--- config.mk ---
export PLATFORM = sky130hd
export DESIGN_NAME = preemptive_priority_scheduler
export DESIGN_NICKNAME = d
export VERILOG_FILES = /design/src/rtl/pps_pkg.sv /design/src/rtl/pps_slot_mem.sv /design/src/rtl/pps_scan.sv /design/src/rtl/preemptive_priority_scheduler.sv
export SDC_FILE = /design/constraint.sdc
export NUM_CORES = 1
export LEC_CHECK = 0
export BUFFER_PORTS_ARGS = -buffer_cell sky130_fd_sc_hd__buf_4
export CAP_MARGIN = 25
export CORE_MARGIN = 8
export CORE_UTILIZATION = 60
export CTS_BUF_LIST = sky130_fd_sc_hd__clkbuf_2 sky130_fd_sc_hd__clkbuf_4 sky130_fd_sc_hd__clkbuf_8
export DETAILED_ROUTE_END_ITERATION = 7
export GPL_TIMING_DRIVEN = 0
export PLACE_DENSITY_LB_ADDON = 0.1
export SYNTH_ARGS = -nofsm -noshare
export SYNTH_HDL_FRONTEND = slang
export SYNTH_SLANG_ARGS = --single-unit
--- constraint.sdc ---
create_clock -name aclk -period 12.6 [get_ports aclk]
set_input_delay 1.26 -clock aclk [delete_from_list [all_inputs] [get_ports aclk]]
set_output_delay 1.26 -clock aclk [all_outputs]
set_load 0.05 [all_outputs]
--- src/rtl/pps_pkg.sv ---
// ----------------------------------------------------------------------------
// pps_pkg
// Shared field widths, item codes and the scan status bundle of the
// preemptive priority scheduler.
// ----------------------------------------------------------------------------
package pps_pkg;

    // Item kinds carried on s_tuser
    localparam logic MODE_LOAD = 1'b0;
    localparam logic MODE_TICK = 1'b1;

    // Fixed field widths on the ports
    localparam int SLOT_FIELD_W = 4;
    localparam int TIME_FIELD_W = 16;
    localparam int PRIO_W       = 8;
    localparam int CFG_W        = 5;

    // Packed stream widths, padded to whole bytes
    localparam int IN_TDATA_W  = 48;
    localparam int OUT_TDATA_W = 40;

    // Reset value of the slots-in-use register
    localparam logic [CFG_W-1:0] SLOTS_IN_USE_RESET = 5'd1;

    // Status of the scan engine toward the top level
    typedef struct packed {
        logic busy;      // scan in progress, no item may enter
        logic done;      // result is taken at this edge
        logic found;     // some slot was ready this tick
        logic all_done;  // every used slot has zero remaining after this tick
    } scan_status_t;

endpackage

--- src/rtl/pps_slot_mem.sv ---
// ----------------------------------------------------------------------------
// pps_slot_mem
// Slot table: one write port, one read port, registered read data.
// ----------------------------------------------------------------------------
module pps_slot_mem #(
    parameter int DEPTH  = 16,
    parameter int WIDTH  = 40,
    parameter int ADDR_W = 4
) (
    input  logic              aclk,
    input  logic              wr_en,
    input  logic [ADDR_W-1:0] wr_addr,
    input  logic [WIDTH-1:0]  wr_data,
    input  logic              rd_en,
    input  logic [ADDR_W-1:0] rd_addr,
    output logic [WIDTH-1:0]  rd_data
);

    logic [WIDTH-1:0] mem [DEPTH];
    logic [WIDTH-1:0] rd_data_reg;

    // Write one entry
    always_ff @(posedge aclk) begin
        if (wr_en) begin
            mem[wr_addr] <= wr_data;
        end
    end

    // Read one entry into the registered read data
    always_ff @(posedge aclk) begin
        if (rd_en) begin
            rd_data_reg <= mem[rd_addr];
        end
    end

    assign rd_data = rd_data_reg;

endmodule

--- src/rtl/pps_scan.sv ---
// ----------------------------------------------------------------------------
// pps_scan
// Scan engine: walks the slot table one entry a cycle, keeps the best ready
// slot and, if one was found, writes back its decremented remaining time.
// ----------------------------------------------------------------------------
module pps_scan #(
    parameter int SLOT_COUNT = 16,
    parameter int TIME_BITS  = 16,
    parameter int IDX_W      = $clog2(SLOT_COUNT),
    parameter int CNT_W      = $clog2(SLOT_COUNT + 1),
    parameter int ENTRY_W    = 2 * TIME_BITS + pps_pkg::PRIO_W
) (
    input  logic                  aclk,
    input  logic                  aresetn,
    input  logic                  start,
    input  logic [CNT_W-1:0]      slot_count,
    input  logic [TIME_BITS-1:0]  cur_time,
    input  logic                  out_free,
    output logic                  rd_en,
    output logic [IDX_W-1:0]      rd_addr,
    input  logic [ENTRY_W-1:0]    rd_data,
    output logic                  wb_en,
    output logic [IDX_W-1:0]      wb_addr,
    output logic [ENTRY_W-1:0]    wb_data,
    output logic [IDX_W-1:0]      best_idx,
    output logic [TIME_BITS-1:0]  left_after,
    output pps_pkg::scan_status_t status
);

    import pps_pkg::*;

    typedef enum logic [1:0] {
        S_IDLE,
        S_SCAN,
        S_WB
    } state_t;

    state_t               state_reg, state_next;
    logic [CNT_W-1:0]     issue_cnt_reg, issue_cnt_next;
    logic                 pend_reg, pend_next;
    logic [IDX_W-1:0]     tag_reg, tag_next;
    logic                 found_reg, found_next;
    logic [1:0]           nz_cnt_reg, nz_cnt_next;
    logic [IDX_W-1:0]     best_idx_reg, best_idx_next;
    logic [TIME_BITS-1:0] best_arr_reg, best_arr_next;
    logic [PRIO_W-1:0]    best_pri_reg, best_pri_next;
    logic [TIME_BITS-1:0] best_rem_reg, best_rem_next;

    logic [TIME_BITS-1:0] rd_arr;
    logic [PRIO_W-1:0]    rd_pri;
    logic [TIME_BITS-1:0] rd_rem;
    logic                 rem_nz;
    logic                 slot_ready;
    logic                 issue_ok;
    logic [TIME_BITS-1:0] rem_dec;
    logic                 scan_done;

    // Split the returned entry
    assign rd_arr     = rd_data[ENTRY_W-1 -: TIME_BITS];
    assign rd_pri     = rd_data[TIME_BITS +: PRIO_W];
    assign rd_rem     = rd_data[TIME_BITS-1:0];
    assign rem_nz     = (rd_rem != '0);
    assign slot_ready = (rd_arr <= cur_time) && rem_nz;
    assign issue_ok   = (issue_cnt_reg < slot_count);
    assign rem_dec    = best_rem_reg - TIME_BITS'(1);

    // Next-state and datapath
    always_comb begin
        state_next     = state_reg;
        issue_cnt_next = issue_cnt_reg;
        pend_next      = pend_reg;
        tag_next       = tag_reg;
        found_next     = found_reg;
        nz_cnt_next    = nz_cnt_reg;
        best_idx_next  = best_idx_reg;
        best_arr_next  = best_arr_reg;
        best_pri_next  = best_pri_reg;
        best_rem_next  = best_rem_reg;
        rd_en          = 1'b0;
        wb_en          = 1'b0;
        scan_done      = 1'b0;

        unique case (state_reg)
            S_IDLE: begin
                if (start) begin
                    issue_cnt_next = '0;
                    pend_next      = 1'b0;
                    found_next     = 1'b0;
                    nz_cnt_next    = '0;
                    best_idx_next  = '0;
                    state_next     = S_SCAN;
                end
            end
            S_SCAN: begin
                // Issue the next read while evaluating the previous one
                rd_en     = issue_ok;
                pend_next = issue_ok;
                tag_next  = issue_cnt_reg[IDX_W-1:0];
                if (issue_ok) begin
                    issue_cnt_next = issue_cnt_reg + CNT_W'(1);
                end
                if (pend_reg) begin
                    if (rem_nz && nz_cnt_reg != 2'd2) begin
                        nz_cnt_next = nz_cnt_reg + 2'd1;
                    end
                    if (slot_ready && (!found_reg || rd_pri > best_pri_reg)) begin
                        found_next    = 1'b1;
                        best_idx_next = tag_reg;
                        best_arr_next = rd_arr;
                        best_pri_next = rd_pri;
                        best_rem_next = rd_rem;
                    end
                end
                if (!issue_ok && !pend_reg) begin
                    state_next = S_WB;
                end
            end
            S_WB: begin
                // Hand over the result and charge the winner
                if (out_free) begin
                    scan_done  = 1'b1;
                    wb_en      = found_reg;
                    state_next = S_IDLE;
                end
            end
            default: begin
                state_next = S_IDLE;
            end
        endcase
    end

    // State and registered outputs
    always_ff @(posedge aclk) begin
        if (!aresetn) begin
            state_reg <= S_IDLE;
            pend_reg  <= 1'b0;
        end else begin
            state_reg <= state_next;
            pend_reg  <= pend_next;
        end
        issue_cnt_reg <= issue_cnt_next;
        tag_reg       <= tag_next;
        found_reg     <= found_next;
        nz_cnt_reg    <= nz_cnt_next;
        best_idx_reg  <= best_idx_next;
        best_arr_reg  <= best_arr_next;
        best_pri_reg  <= best_pri_next;
        best_rem_reg  <= best_rem_next;
    end

    assign rd_addr         = issue_cnt_reg[IDX_W-1:0];
    assign wb_addr         = best_idx_reg;
    assign wb_data         = {best_arr_reg, best_pri_reg, rem_dec};
    assign best_idx        = found_reg ? best_idx_reg : '0;
    assign left_after      = found_reg ? rem_dec : '0;
    assign status.busy     = (state_reg != S_IDLE);
    assign status.done     = scan_done;
    assign status.found    = found_reg;
    // Only the winner can drop to zero; everything else must already be zero
    assign status.all_done = (nz_cnt_reg == 2'd0)
                          || (nz_cnt_reg == 2'd1 && found_reg
                              && best_rem_reg == TIME_BITS'(1));

    // A write-back only charges a slot that had work left
    a_wb_nonzero: assert property (@(posedge aclk) disable iff (!aresetn)
        wb_en |-> best_rem_reg != '0)
        else $error("write-back of a slot with no remaining time");

    // Reads are issued only while scanning
    a_rd_in_scan: assert property (@(posedge aclk) disable iff (!aresetn)
        rd_en |-> state_reg == S_SCAN)
        else $error("table read outside the scan");

endmodule

--- src/rtl/preemptive_priority_scheduler.sv ---
// Load item: writes one slot entry; no result.
// Tick item: n = slots_in_use clamped to SLOT_COUNT; one table read a cycle over
//   the n used slots through the registered read port, then the write-back state
//   hands over the result and charges the winner, if any. Input is held off
//   meanwhile; the next item is taken once the scan is idle again, later while a result waits.
// Reset: time 0, slots_in_use 1, no result pending; table undefined until loaded.
// ----------------------------------------------------------------------------
// preemptive_priority_scheduler
// Priority scheduler over a table of process slots, one tick per tick item.
// ----------------------------------------------------------------------------
module preemptive_priority_scheduler #(
    parameter int SLOT_COUNT = 16,
    parameter int TIME_BITS  = 16
) (
    input  logic                                aclk,
    input  logic                                aresetn,
    // Configuration: slots_in_use
    input  logic                                cfg_wr_en,
    input  logic [pps_pkg::CFG_W-1:0]           cfg_wr_data,
    // Input items
    input  logic                                s_tvalid,
    output logic                                s_tready,
    // slot_index[3:0], arrival_time[19:4], burst_length[35:20],
    // priority_level[43:36], zero pad[47:44]
    input  logic [pps_pkg::IN_TDATA_W-1:0]      s_tdata,
    input  logic                                s_tuser,   // mode
    // Result items
    output logic                                m_tvalid,
    input  logic                                m_tready,
    // chosen_slot[3:0], left_after[19:4], ticks_elapsed[35:20], zero pad[39:36]
    output logic [pps_pkg::OUT_TDATA_W-1:0]     m_tdata,
    output logic                                m_tuser,   // idle_tick
    output logic                                m_tlast    // all_finished
);

    import pps_pkg::*;

    localparam int IDX_W    = $clog2(SLOT_COUNT);
    localparam int CNT_W    = $clog2(SLOT_COUNT + 1);
    localparam int ENTRY_W  = 2 * TIME_BITS + PRIO_W;
    localparam logic [TIME_BITS-1:0] TIME_MAX = '1;

    logic [CFG_W-1:0]       slots_in_use_reg;
    logic [TIME_BITS-1:0]   time_reg, time_next;
    logic                   m_tvalid_reg;
    logic [OUT_TDATA_W-1:0] m_tdata_reg;
    logic                   m_tuser_reg;
    logic                   m_tlast_reg;

    logic [CNT_W-1:0]       slot_count;
    logic                   in_fire;
    logic                   tick_start;
    logic                   load_wr;
    logic                   out_free;

    logic [SLOT_FIELD_W-1:0] in_slot;
    logic [TIME_FIELD_W-1:0] in_arrival;
    logic [TIME_FIELD_W-1:0] in_burst;
    logic [PRIO_W-1:0]       in_prio;

    logic                   mem_wr_en;
    logic [IDX_W-1:0]       mem_wr_addr;
    logic [ENTRY_W-1:0]     mem_wr_data;
    logic                   rd_en;
    logic [IDX_W-1:0]       rd_addr;
    logic [ENTRY_W-1:0]     rd_data;
    logic                   wb_en;
    logic [IDX_W-1:0]       wb_addr;
    logic [ENTRY_W-1:0]     wb_data;
    logic [IDX_W-1:0]       best_idx;
    logic [TIME_BITS-1:0]   left_after;
    scan_status_t           status;

    // Unpack the input item
    assign in_slot    = s_tdata[3:0];
    assign in_arrival = s_tdata[19:4];
    assign in_burst   = s_tdata[35:20];
    assign in_prio    = s_tdata[43:36];

    // Clamp slots_in_use to the table size
    assign slot_count = (32'(slots_in_use_reg) > SLOT_COUNT) ? CNT_W'(SLOT_COUNT)
                                                             : CNT_W'(slots_in_use_reg);

    assign s_tready   = !status.busy;
    assign in_fire    = s_tvalid && s_tready;
    assign tick_start = in_fire && (s_tuser == MODE_TICK);
    assign load_wr    = in_fire && (s_tuser == MODE_LOAD)
                     && (32'(in_slot) < SLOT_COUNT);
    assign out_free   = !m_tvalid_reg || m_tready;

    // Share the table write port between loads and write-back
    assign mem_wr_en   = load_wr || wb_en;
    assign mem_wr_addr = load_wr ? IDX_W'(in_slot) : wb_addr;
    assign mem_wr_data = load_wr ? {TIME_BITS'(in_arrival), in_prio, TIME_BITS'(in_burst)}
                                 : wb_data;

    // Advance time, saturating
    assign time_next = (time_reg != TIME_MAX) ? time_reg + TIME_BITS'(1) : time_reg;

    pps_slot_mem #(
        .DEPTH  (SLOT_COUNT),
        .WIDTH  (ENTRY_W),
        .ADDR_W (IDX_W)
    ) u_mem (
        .aclk    (aclk),
        .wr_en   (mem_wr_en),
        .wr_addr (mem_wr_addr),
        .wr_data (mem_wr_data),
        .rd_en   (rd_en),
        .rd_addr (rd_addr),
        .rd_data (rd_data)
    );

    pps_scan #(
        .SLOT_COUNT (SLOT_COUNT),
        .TIME_BITS  (TIME_BITS)
    ) u_scan (
        .aclk       (aclk),
        .aresetn    (aresetn),
        .start      (tick_start),
        .slot_count (slot_count),
        .cur_time   (time_reg),
        .out_free   (out_free),
        .rd_en      (rd_en),
        .rd_addr    (rd_addr),
        .rd_data    (rd_data),
        .wb_en      (wb_en),
        .wb_addr    (wb_addr),
        .wb_data    (wb_data),
        .best_idx   (best_idx),
        .left_after (left_after),
        .status     (status)
    );

    // Configuration register and current time
    always_ff @(posedge aclk) begin
        if (!aresetn) begin
            slots_in_use_reg <= SLOTS_IN_USE_RESET;
            time_reg         <= '0;
        end else begin
            if (cfg_wr_en) begin
                slots_in_use_reg <= cfg_wr_data;
            end
            if (status.done) begin
                time_reg <= time_next;
            end
        end
    end

    // Output register: capture a finished tick, drop it when taken
    always_ff @(posedge aclk) begin
        if (!aresetn) begin
            m_tvalid_reg <= 1'b0;
        end else if (status.done) begin
            m_tvalid_reg <= 1'b1;
        end else if (m_tready) begin
            m_tvalid_reg <= 1'b0;
        end
        if (status.done) begin
            m_tdata_reg <= {4'b0, 16'(time_next), 16'(left_after), 4'(best_idx)};
            m_tuser_reg <= !status.found;
            m_tlast_reg <= status.all_done;
        end
    end

    assign m_tvalid = m_tvalid_reg;
    assign m_tdata  = m_tdata_reg;
    assign m_tuser  = m_tuser_reg;
    assign m_tlast  = m_tlast_reg;

    // A finished scan always leaves a result in the output register
    a_done_to_out: assert property (@(posedge aclk) disable iff (!aresetn)
        status.done |=> m_tvalid)
        else $error("finished tick not presented");

    // An idle result reports slot zero with nothing left
    a_idle_fields: assert property (@(posedge aclk) disable iff (!aresetn)
        (m_tvalid && m_tuser) |-> m_tdata[19:0] == 20'd0)
        else $error("idle tick carries a slot");

    // A tick item starts a scan
    a_tick_busy: assert property (@(posedge aclk) disable iff (!aresetn)
        tick_start |=> status.busy)
        else $error("tick accepted without a scan");

    // Time never runs backward outside reset
    a_time_mono: assert property (@(posedge aclk) disable iff (!aresetn)
        $past(aresetn) |-> time_reg >= $past(time_reg))
        else $error("current time decreased");

endmodule
==> metrics.md, run 1 <==
| Metric | Value |
|---|---|
| Status | complete, no violations |
| Setup crit end kind | flip-flop |
| HPWL after detailed placement | 47050 um |
| 1st-iter DRT viols | 1576 |
| Tcrit/Tclk final | 31.38% |
| Max Freq | 252.9 MHz |
| Inserted Clock Buffers | 121 |
| Number of synthesis warnings | 0 |
| Min-Delay Startpoint | u_mem.rd_data[9]$_DFFE_PP_ |
| Htree depth | 3 |
| Avg Cell Area, Syn | 20.49 um^2 |
| Final Total Pwr | 5.437 mW |
| Post-Synthesis Cell Area | 31370 um^2 |
| Avg WL per Cell | 28.35 um |
| Highest routed layer | met4 |
| Die Y | 244.7 um |
| Internal power | 4.250 mW |
| Layout cells sized above 1 | 31.53% |
| # resized after CTS | 0 |
| Relative slew slack | 28.24% |
| Post-synthesis register bit count | 799 |
| # hold bufs at CTS | 0 |
| Crit-path slowest cell | nor2_4 |
| Crit path cell chain | buf_4 > nor4b_4 > clkbuf_1 > a31oi_1 > nor2_4 > buf_16 > buf_16 |
| Final setup viols | 0 |
| Worst-path clk slew | 0.06 ns |
| WP data required | 13.02 ns |
| HP Class | flip-flop to flip-flop |
| Cell variety after synth | 61 |
| Synthesized instance count | 1531 |
| First-pass GRT wire length | 107500 um |
| Clk_lat worst skew | 0.73 ns |
| Sequential Power Share | 54.6% |
| Total track usage | 24.73% |
| Critical path launch point | s_tuser |
| Combinational Power Share | 6.3% |
| Maxcap violations | 0 |
| Worst slack, placed | 7.982 ns |
| Synth Flop Type | edfxtp_1 |
| GRT Residual Overflow | 0 |
| Drt total wl | 73670 um |
| Final hold slack | 0.4508 ns |
| R2R Path End | u_mem.mem[9][8]$_DFFE_PP_ |
| Max-slew violations | 0 |
| Post-CTS Setup Bufs | 0 |
| Largest net degree at the start of global routing | 46 |
| Max reg flops | 640 |
| Bufs on Longest Clock Path | 3 |
| Area of the die | 59860 um^2 |
| Drt first pass iters | 7 |
| CP max FO | 19 |
| DRC | 0 |
| Post-synth ARST share | 0% |
| Area growth syn-to-layout | 16.52% |
| Critical Path Source Type | input port |
| WP data arrival | 4.37 ns |
| Peak supply drop | 0.0001247 V |
| Vias/cell | 6.253 |
| Fin cells | 2598 |
| Port buffer count | 93 |
| Tightest Pin Transition | 1.076 ns |
| Final hold viol count | 0 |
| Clk_skew | 0.02515 ns |
| Post-route minimum period | 3.954 ns |
| Core area | 52130 um^2 |
| Setup TNS | 0 ns |
| Crit path kind | input port to flip-flop |
| Nets | 1904 |
| Row count | 84 |
| Initial Utilization | 60.18% |
| Family with the most delay on the worst path | simple AND/OR/NAND/NOR gates |
| Die width | 244.7 um |
| Routed vias | 16245 |
| CTS root buffer | clkbuf_8 |
| Number of antenna violations at the first check in global routing | 1 |
| Detailed route wirelength on metal3 | 6687 um |
| ANT nets after route | 0 |
| RSZ-0062 raised after global routing | no |
| PD cells | 148.7 nW/um^2 |
| CP Depth | 7 |
| Placed cells | 2366 |
| CTS Sinks | 799 |
| R2R depth | 6 |
| Final WS setup | 8.646 ns |
| Metal1 wirelength | 29540 um |
| Leak pwr | 11.91 nW |
| Placer Congestion | 0.8323 |
| Worst path buffer plus inverter count | 4 |
| Switching power | 1.187 mW |
| Met2 WL | 35980 um |
| Sw frac | 21.83% |
| Sequential element share of the synthesized area | 75.69% |
| CTS tree | built |
| R2R Setup Slk | 8.89 ns |
| Critical R2R Launch | u_scan.state_reg[1]$_SDFFE_PN0P_ |
| Vias in the first global route | 16466 |
| Clock network fraction of total power | 39.1% |
| Most used cell, CP | buf_16 |
| Worst Setup EP | u_mem.mem[9][8]$_DFFE_PP_ |
| Critical path's largest stage delay | 0.83 ns |
| Number of synthesized flops with an enable pin | 774 |
| IO Count | 103 |
==> kinds of logic after synthesis <==
| kind of cell | synth area share (%) |
|---|---|
| xor+xnor | 0.8934 |
| other cells | 0.01195 |
| mux | 14.65 |
| compound gates | 1.783 |
| simple gates | 3.973 |
| fa+ha+maj | 1.396 |
| buf+inv | 1.607 |
| flops | 75.69 |
==> per-stage QoR <==
stage,utilization [%],instance area (um^2)
2_1_floorplan,-,31380
3_3_place_gp,63.19,32940
3_5_place_dp,65.30,34040
4_1_cts,69.98,36480
5_1_grt,70.12,36550
6_report,70.12,36550
==> cell usage in the layout (no fill, tap or decap), types with 28 or more instances in the layout <==
| cell type | n |
|---|---|
| clkbuf_1 | 39 |
| edfxtp_1 | 774 |
| clkbuf_8 | 124 |
| nor2_1 | 66 |
| buf_4 | 111 |
| clkinv_1 | 32 |
| ha_1 | 35 |
| clkbuf_4 | 38 |
| inv_1 | 33 |
| nand2_1 | 92 |
| a21oi_1 | 28 |
| mux4_2 | 200 |
==> final cells by class <==
class / instances / area, um^2
Sequential cell: 799 / 23740
Tap cell: 688 / 860.8
Inverter: 37 / 140.1
Multi-Input combinational cell: 630 / 7274
Clock inverter: 60 / 447.9
Fill cell: 3243 / 15580
Buffer: 68 / 365.4
Clock buffer: 162 / 1992
Timing Repair Buffer: 153 / 1727
Antenna cell: 1 / 2.502
==> worst min path at each step <==
stage / to / slack (ns) / depth (start not counted)
floorplan: u_scan.best_arr_reg[0]$_DFFE_PP_ / 0.43 / 0
global placement: u_scan.best_pri_reg[0]$_DFFE_PP_ / 0.44 / 0
detailed placement: u_scan.best_rem_reg[9]$_DFFE_PP_ / 0.44 / 0
CTS: u_scan.best_rem_reg[9]$_DFFE_PP_ / 0.45 / 0
global route: u_scan.best_rem_reg[9]$_DFFE_PP_ / 0.45 / 0
finish: u_scan.best_rem_reg[9]$_DFFE_PP_ / 0.45 / 0
==> cells in the mapped netlist (4+ instances only) <==
cell	count	area share (%)
xor2_1	9	0.25
nor3_2	4	0.13
nand2_1	92	1.1
clkbuf_1	39	0.47
nand2b_1	6	0.12
mux4_2	200	14
inv_1	33	0.39
edfxtp_1	774	74
nor2_1	83	0.99
ha_1	35	1.4
a211oi_1	6	0.14
a31oi_1	8	0.16
buf_2	13	0.21
nand4_1	11	0.22
dfxtp_1	25	1.6
nor3_1	10	0.16
xnor2_1	23	0.64
o21ai_0	18	0.29
buf_6	10	0.36
nor2b_1	4	0.080
buf_4	5	0.12
a21o_1	4	0.096
a21oi_1	28	0.45
and2_1	11	0.22
nor4_1	7	0.14
and4_1	4	0.11
mux2i_1	8	0.26
nand3_1	16	0.26
==> layer usage <==
metal  GRT usage (%)  up-vias
li1                -     6839
met1           34.89     8487
met2           39.55      807
met3           5.565      112
met4           6.222        0
met5               0        -
==> power groups by stage <==
stage / Combinational (mW) / Sequential, mW / Clock, mW
6_report: 0.343 / 2.97 / 2.13
5_1_grt: 0.364 / 2.97 / 2.28
4_1_cts: 0.343 / 2.97 / 2.16
3_5_place_dp: 0.342 / 3.02 / 0
3_3_place_gp: 0.315 / 3.03 / 0
2_1_floorplan: 0.205 / 3.03 / 0
(Power assumes the default switching activity.)
==> inputs of run 2 (changes only) <==
--- a/config.mk
+++ b/config.mk
@@ -5,10 +5,11 @@
 export SDC_FILE = /design/constraint.sdc
 export NUM_CORES = 1
 export LEC_CHECK = 0
+export ABC_AREA = 1
 export BUFFER_PORTS_ARGS = -buffer_cell sky130_fd_sc_hd__buf_4
 export CAP_MARGIN = 25
 export CORE_MARGIN = 8
-export CORE_UTILIZATION = 60
+export CORE_UTILIZATION = 58
 export CTS_BUF_LIST = sky130_fd_sc_hd__clkbuf_2 sky130_fd_sc_hd__clkbuf_4 sky130_fd_sc_hd__clkbuf_8
 export DETAILED_ROUTE_END_ITERATION = 7
 export GPL_TIMING_DRIVEN = 0
==> constraint.sdc (replaced) <==
create_clock -name aclk -period 3.38 [get_ports aclk]
set_input_delay 0.338 -clock aclk [delete_from_list [all_inputs] [get_ports aclk]]
set_output_delay 0.338 -clock aclk [all_outputs]
set_load 0.05 [all_outputs]
==> run 2 against run 1 <==
Effect of this change:
- first-iteration DRC count is 52% higher
- sequential power rose to 3.9 times the previous value
- clock skew about the same
- count of clock-buffer cells in the layout is 12 higher
- worst hold slack got worse by 0.35 ns
- clock power rose to 3.9 times the previous value
- largest cell class unchanged
- sequential share of layout area fell by 2.3 points
- routed wire length rose by 25%
- largest power group unchanged
- global-route usage is 3.8 points higher
- sequential cell count stayed put
- total power grew to 4.2 times the previous value
==> metrics.md, run 2 <==
| Metric | Value |
|---|---|
| Vias in the first global route | 21986 (was 16466) |
| Initial Utilization | 58.16% (was 60.18%) |
| Status | complete, no violations (unchanged) |
| Relative slew slack | 25.89% (was 28.24%) |
| Max reg flops | 640 (unchanged) |
| Number of synthesized flops with an enable pin | 774 (unchanged) |
| Clock network fraction of total power | 36.5% (was 39.1%) |
| Max-slew violations | 0 (unchanged) |
| Largest net degree at the start of global routing | 48 (was 46) |
| Post-synth ARST share | 0% (unchanged) |
| Post-Synthesis Cell Area | 32540 um^2 (was 31370 um^2) |
| Fin util | 67.71% (was 70.12%) |
| Die width | 252.9 um (was 244.7 um) |
| Switching power | 6.218 mW (was 1.187 mW) |
| Crit path kind | flip-flop to flip-flop (was input port to flip-flop) |
| Drt first pass iters | 5 (was 7) |
| Hold Path Depth | 4 (was 0) |
| Tcrit/Tclk final | 91.86% |
| DRC | 0 (unchanged) |
| Critical Path Source Type | flip-flop (was input port) |
| CTS root buffer | clkbuf_8 (unchanged) |
| # resized after CTS | 0 (unchanged) |
| Filler cells | 4076 (was 3243) |
| Synthesized instance count | 2588 (was 1531) |
| M3 GR Usage | 6.178% (was 5.565%) |
| Min-Delay Startpoint | s_tdata[32] (was u_mem.rd_data[9]$_DFFE_PP_) |
| Total track usage | 28.57% (was 24.73%) |
| Vias/cell | 5.981 (was 6.253) |
| Layout cells sized above 1 | 15.09% (was 31.53%) |
| Critical R2R Launch | u_scan.found_reg$_DFFE_PP_ (was u_scan.state_reg[1]$_SDFFE_PN0P_) |
| CTS Sinks | 799 (unchanged) |
| R2R Path End | u_mem.mem[6][18]$_DFFE_PP_ (was u_mem.mem[9][8]$_DFFE_PP_) |
| Port buffer count | 93 (unchanged) |
| Ranking of synthesized cells by area | edfxtp_1 (71%), nor2_1 (6.8%), o21ai_0 (3.7%), nand2_1 (2.9%), o32ai_1 (2.2%) (was edfxtp_1 (74%), mux4_2 (14%), dfxtp_1 (1.6%), ha_1 (1.4%), nand2_1 (1.1%)) |
| IO Count | 103 (unchanged) |
| Peak supply drop | 0.0003861 V (was 0.0001247 V) |
| Htree depth | 4 (was 3) |
| Multi-input gate area | 7716 um^2 (was 7274 um^2) |
| Post-synthesis register bit count | 799 (unchanged) |
| RSZ-0062 raised after global routing | no (unchanged) |
| Family with the most delay on the worst path | simple AND/OR/NAND/NOR gates (unchanged) |
| Busiest grt layer | met2 (unchanged) |
| Final Total Pwr | 23.03 mW (was 5.437 mW) |
| Most common library cells after synthesis | edfxtp_1 (774), nor2_1 (588), nand2_1 (254), o21ai_0 (240), inv_1 (105) (was edfxtp_1 (774), mux4_2 (200), nand2_1 (92), nor2_1 (83), clkbuf_1 (39)) |
| Area growth syn-to-layout | 16.42% (was 16.52%) |
| GRT Residual Overflow | 0 (unchanged) |
| R2R Setup Slk | 0.28 ns (was 8.89 ns) |
| Cell variety after synth | 41 (was 61) |
| Yosys top cell area share | 71.42% (was 74.09%) |
| Core area | 55950 um^2 (was 52130 um^2) |
| Antenna Cells | 0 (was 1) |
| ANT nets after route | 0 (unchanged) |
| FF+latch area | 23740 um^2 (unchanged) |
| Worst path buffer plus inverter count | 2 (was 4) |
| Worst Hold Path EP | u_mem.mem[14][12]$_DFFE_PP_ (was u_scan.best_rem_reg[9]$_DFFE_PP_) |
| R2R depth | 5 (was 6) |
| Synth area leader | edfxtp_1 (unchanged) |
| Drt total wl | 91850 um (was 73670 um) |
| Crit-path slowest cell | nor2_4 (unchanged) |
| Final hold viol count | 0 (unchanged) |
| Tightest Pin Transition | 1.104 ns (was 1.076 ns) |
| HP Class | input port to flip-flop (was flip-flop to flip-flop) |
| Final setup viols | 0 (unchanged) |
| PD cells | 608.0 nW/um^2 (was 148.7 nW/um^2) |
| CP max FO | 21 (was 19) |
| WP data arrival | 3.57 ns (was 4.37 ns) |
| Die Y | 252.9 um (was 244.7 um) |
| Sequential Power Share | 49.9% (was 54.6%) |
| Commonest non-fill, non-tap cells in the layout | edfxtp_1 (774), nor2_1 (572), nand2_1 (254) (was edfxtp_1 (774), mux4_2 (200), clkbuf_8 (124)) |
| Post-route minimum period | 3.105 ns |
| Maxcap violations | 0 (unchanged) |
| Worst-path clk slew | 0.06 ns (about the same) |
| Synth Flop Type | edfxtp_1 (unchanged) |
| CP Depth | 5 (was 7) |
| Avg Cell Area, Syn | 12.57 um^2 (was 20.49 um^2) |
| Met1 Usage GRT | 36.47% (was 34.89%) |
| Placer Congestion | 0.9206 (was 0.8323) |
| Crit path cell chain | clkinv_1 > o21ai_1 > nand3_1 > nor2_4 > buf_12 (was buf_4 > nor4b_4 > clkbuf_1 > a31oi_1 > nor2_4 > buf_16 > buf_16) |
| HPWL after detailed placement | 61850 um (was 47050 um) |
| Number of synthesis warnings | 0 (unchanged) |
| First-pass GRT wire length | 134800 um (was 107500 um) |
| 1st-iter DRT viols | 2391 (was 1576) |
| Inserted Clock Buffers | 133 (was 121) |
| Avg WL per Cell | 24.53 um (was 28.35 um) |
| Setup TNS | 0 ns (unchanged) |
| CTS tree | built (unchanged) |
| Clk_lat worst skew | 0.79 ns (was 0.73 ns) |
| Setup crit end kind | flip-flop (unchanged) |
| Sw frac | 27.00% (was 21.83%) |
| Top-count cell post-synth | edfxtp_1 (unchanged) |
| Max Freq | 322.1 MHz |
| WP data required | 3.85 ns (was 13.02 ns) |
| Critical path's largest stage delay | 0.80 ns (was 0.83 ns) |
| Routed vias | 22400 (was 16245) |
| Number of antenna violations at the first check in global routing | 0 (was 1) |
| Clk_skew | 0.02490 ns (was 0.02515 ns) |
| Most common cell after layout, fill and taps aside | edfxtp_1 (unchanged) |
| Row count | 87 (was 84) |
| Bufs on Longest Clock Path | 3 (unchanged) |
| Met2 Use GR | 46.14% (was 39.55%) |
| Leak pwr | 13.26 nW (was 11.91 nW) |
| Nets | 2982 (was 1904) |
| Sequential element share of the synthesized area | 72.96% (was 75.69%) |
| Combinational Power Share | 13.5% (was 6.3%) |
| Area of the die | 63940 um^2 (was 59860 um^2) |
| Internal power | 16.82 mW (was 4.250 mW) |
==> run 2: cell types whose count changed in the layout (fill, tap and decap cells not counted), moves of 15 or more <==
cell	delta
nor2_1	+506
o21ai_0	+201
mux4_2	-200
nand2_1	+162
o21ai_1	+90
nand3_1	+81
o32ai_1	+79
inv_1	+70
o211ai_1	+65
clkbuf_1	+35
dlygate4sd3_1	+24
xnor2_1	-17
clkbuf_8	+15
==> run 2: cell families (layout without fill, tap and decap cells) <==
group | Yosys count | count (layout) | synth area share [%]
and+or+nand+nor | 976 | 976 | 11.97
other | 1 | 4 | 0.01152
DFF | 799 | 799 | 72.96
adders and majority gates | 35 | 35 | 1.346
AOI/OAI and AO/OA | 504 | 504 | 9.532
xor gates and xnor gates | 16 | 16 | 0.4306
buffers and inverters | 257 | 655 | 3.749
==> run 2: how the worst max path moves through the flow <==
stage	start	slack, ns	end
3_5_place_dp	s_tuser	0.29	u_mem.mem[6][22]$_DFFE_PP_
3_3_place_gp	s_tuser	-2.11	u_mem.mem[0][23]$_DFFE_PP_
4_1_cts	u_scan.state_reg[1]$_SDFFE_PN0P_	0.34	u_mem.mem[6][36]$_DFFE_PP_
5_1_grt	u_scan.found_reg$_DFFE_PP_	0.16	u_mem.mem[6][36]$_DFFE_PP_
2_1_floorplan	u_scan.state_reg[1]$_SDFFE_PN0P_	-0.14	u_mem.mem[12][0]$_DFFE_PP_
6_report	u_scan.found_reg$_DFFE_PP_	0.28	u_mem.mem[6][18]$_DFFE_PP_
==> run 2: layout make-up <==
cell class / count / area share (%)
repair buffers: 162 / 4.376
flip-flops and latches: 799 / 62.67
plain buffers: 147 / 2.124
clock inverters: 62 / 1.123
multi-input cells: 1535 / 20.37
inverters: 110 / 1.097
well taps: 756 / 2.497
clock buffers: 174 / 5.743
==> run 2: power by group through the flow <==
stage	registers (mW)	logic (mW)	clock network, mW
2_1_floorplan	11.9	1.60	0
3_3_place_gp	11.7	2.86	0
3_5_place_dp	11.7	3.03	0
4_1_cts	11.5	3.07	8.49
5_1_grt	11.5	3.33	8.91
6_report	11.5	3.12	8.41
==> run 2: routing by layer <==
metal | up-vias | part of all wire [%]
met2 | 1250 | 48
met1 | 10950 | 38
li1 | 9945 | -
met4 | 0 | 4.8
met5 | - | 0
met3 | 255 | 9.2
==> run 2: stage by stage <==
stage          hold WS (ns)  area (um^2)  cells  worst slack [ns]
2_1_floorplan        0.4264        32560   2591           -0.1405
3_5_place_dp         0.4344        35000   3482            0.2882
4_1_cts             0.02381        37840   3741            0.3382
6_report            0.09768        37880   3745            0.2751
5_1_grt             0.06836        37880   3745            0.1631
3_3_place_gp         0.4351        34200   3440            -2.110
==> run 2: what timing repair did <==
action                                 in CTS  in global routing
endpoints found under the hold margin      34                  1
hold buffers                               23                  1
buffers inserted                            0                  0
==> run 2: worst reg2reg max path: cells and delay by family (launching register included) <==
kind / cells / cell delay, ns
compound gates: 1 / 0.39
simple gates: 2 / 1.20
flops: 1 / 0.53
buf+inv: 2 / 0.63
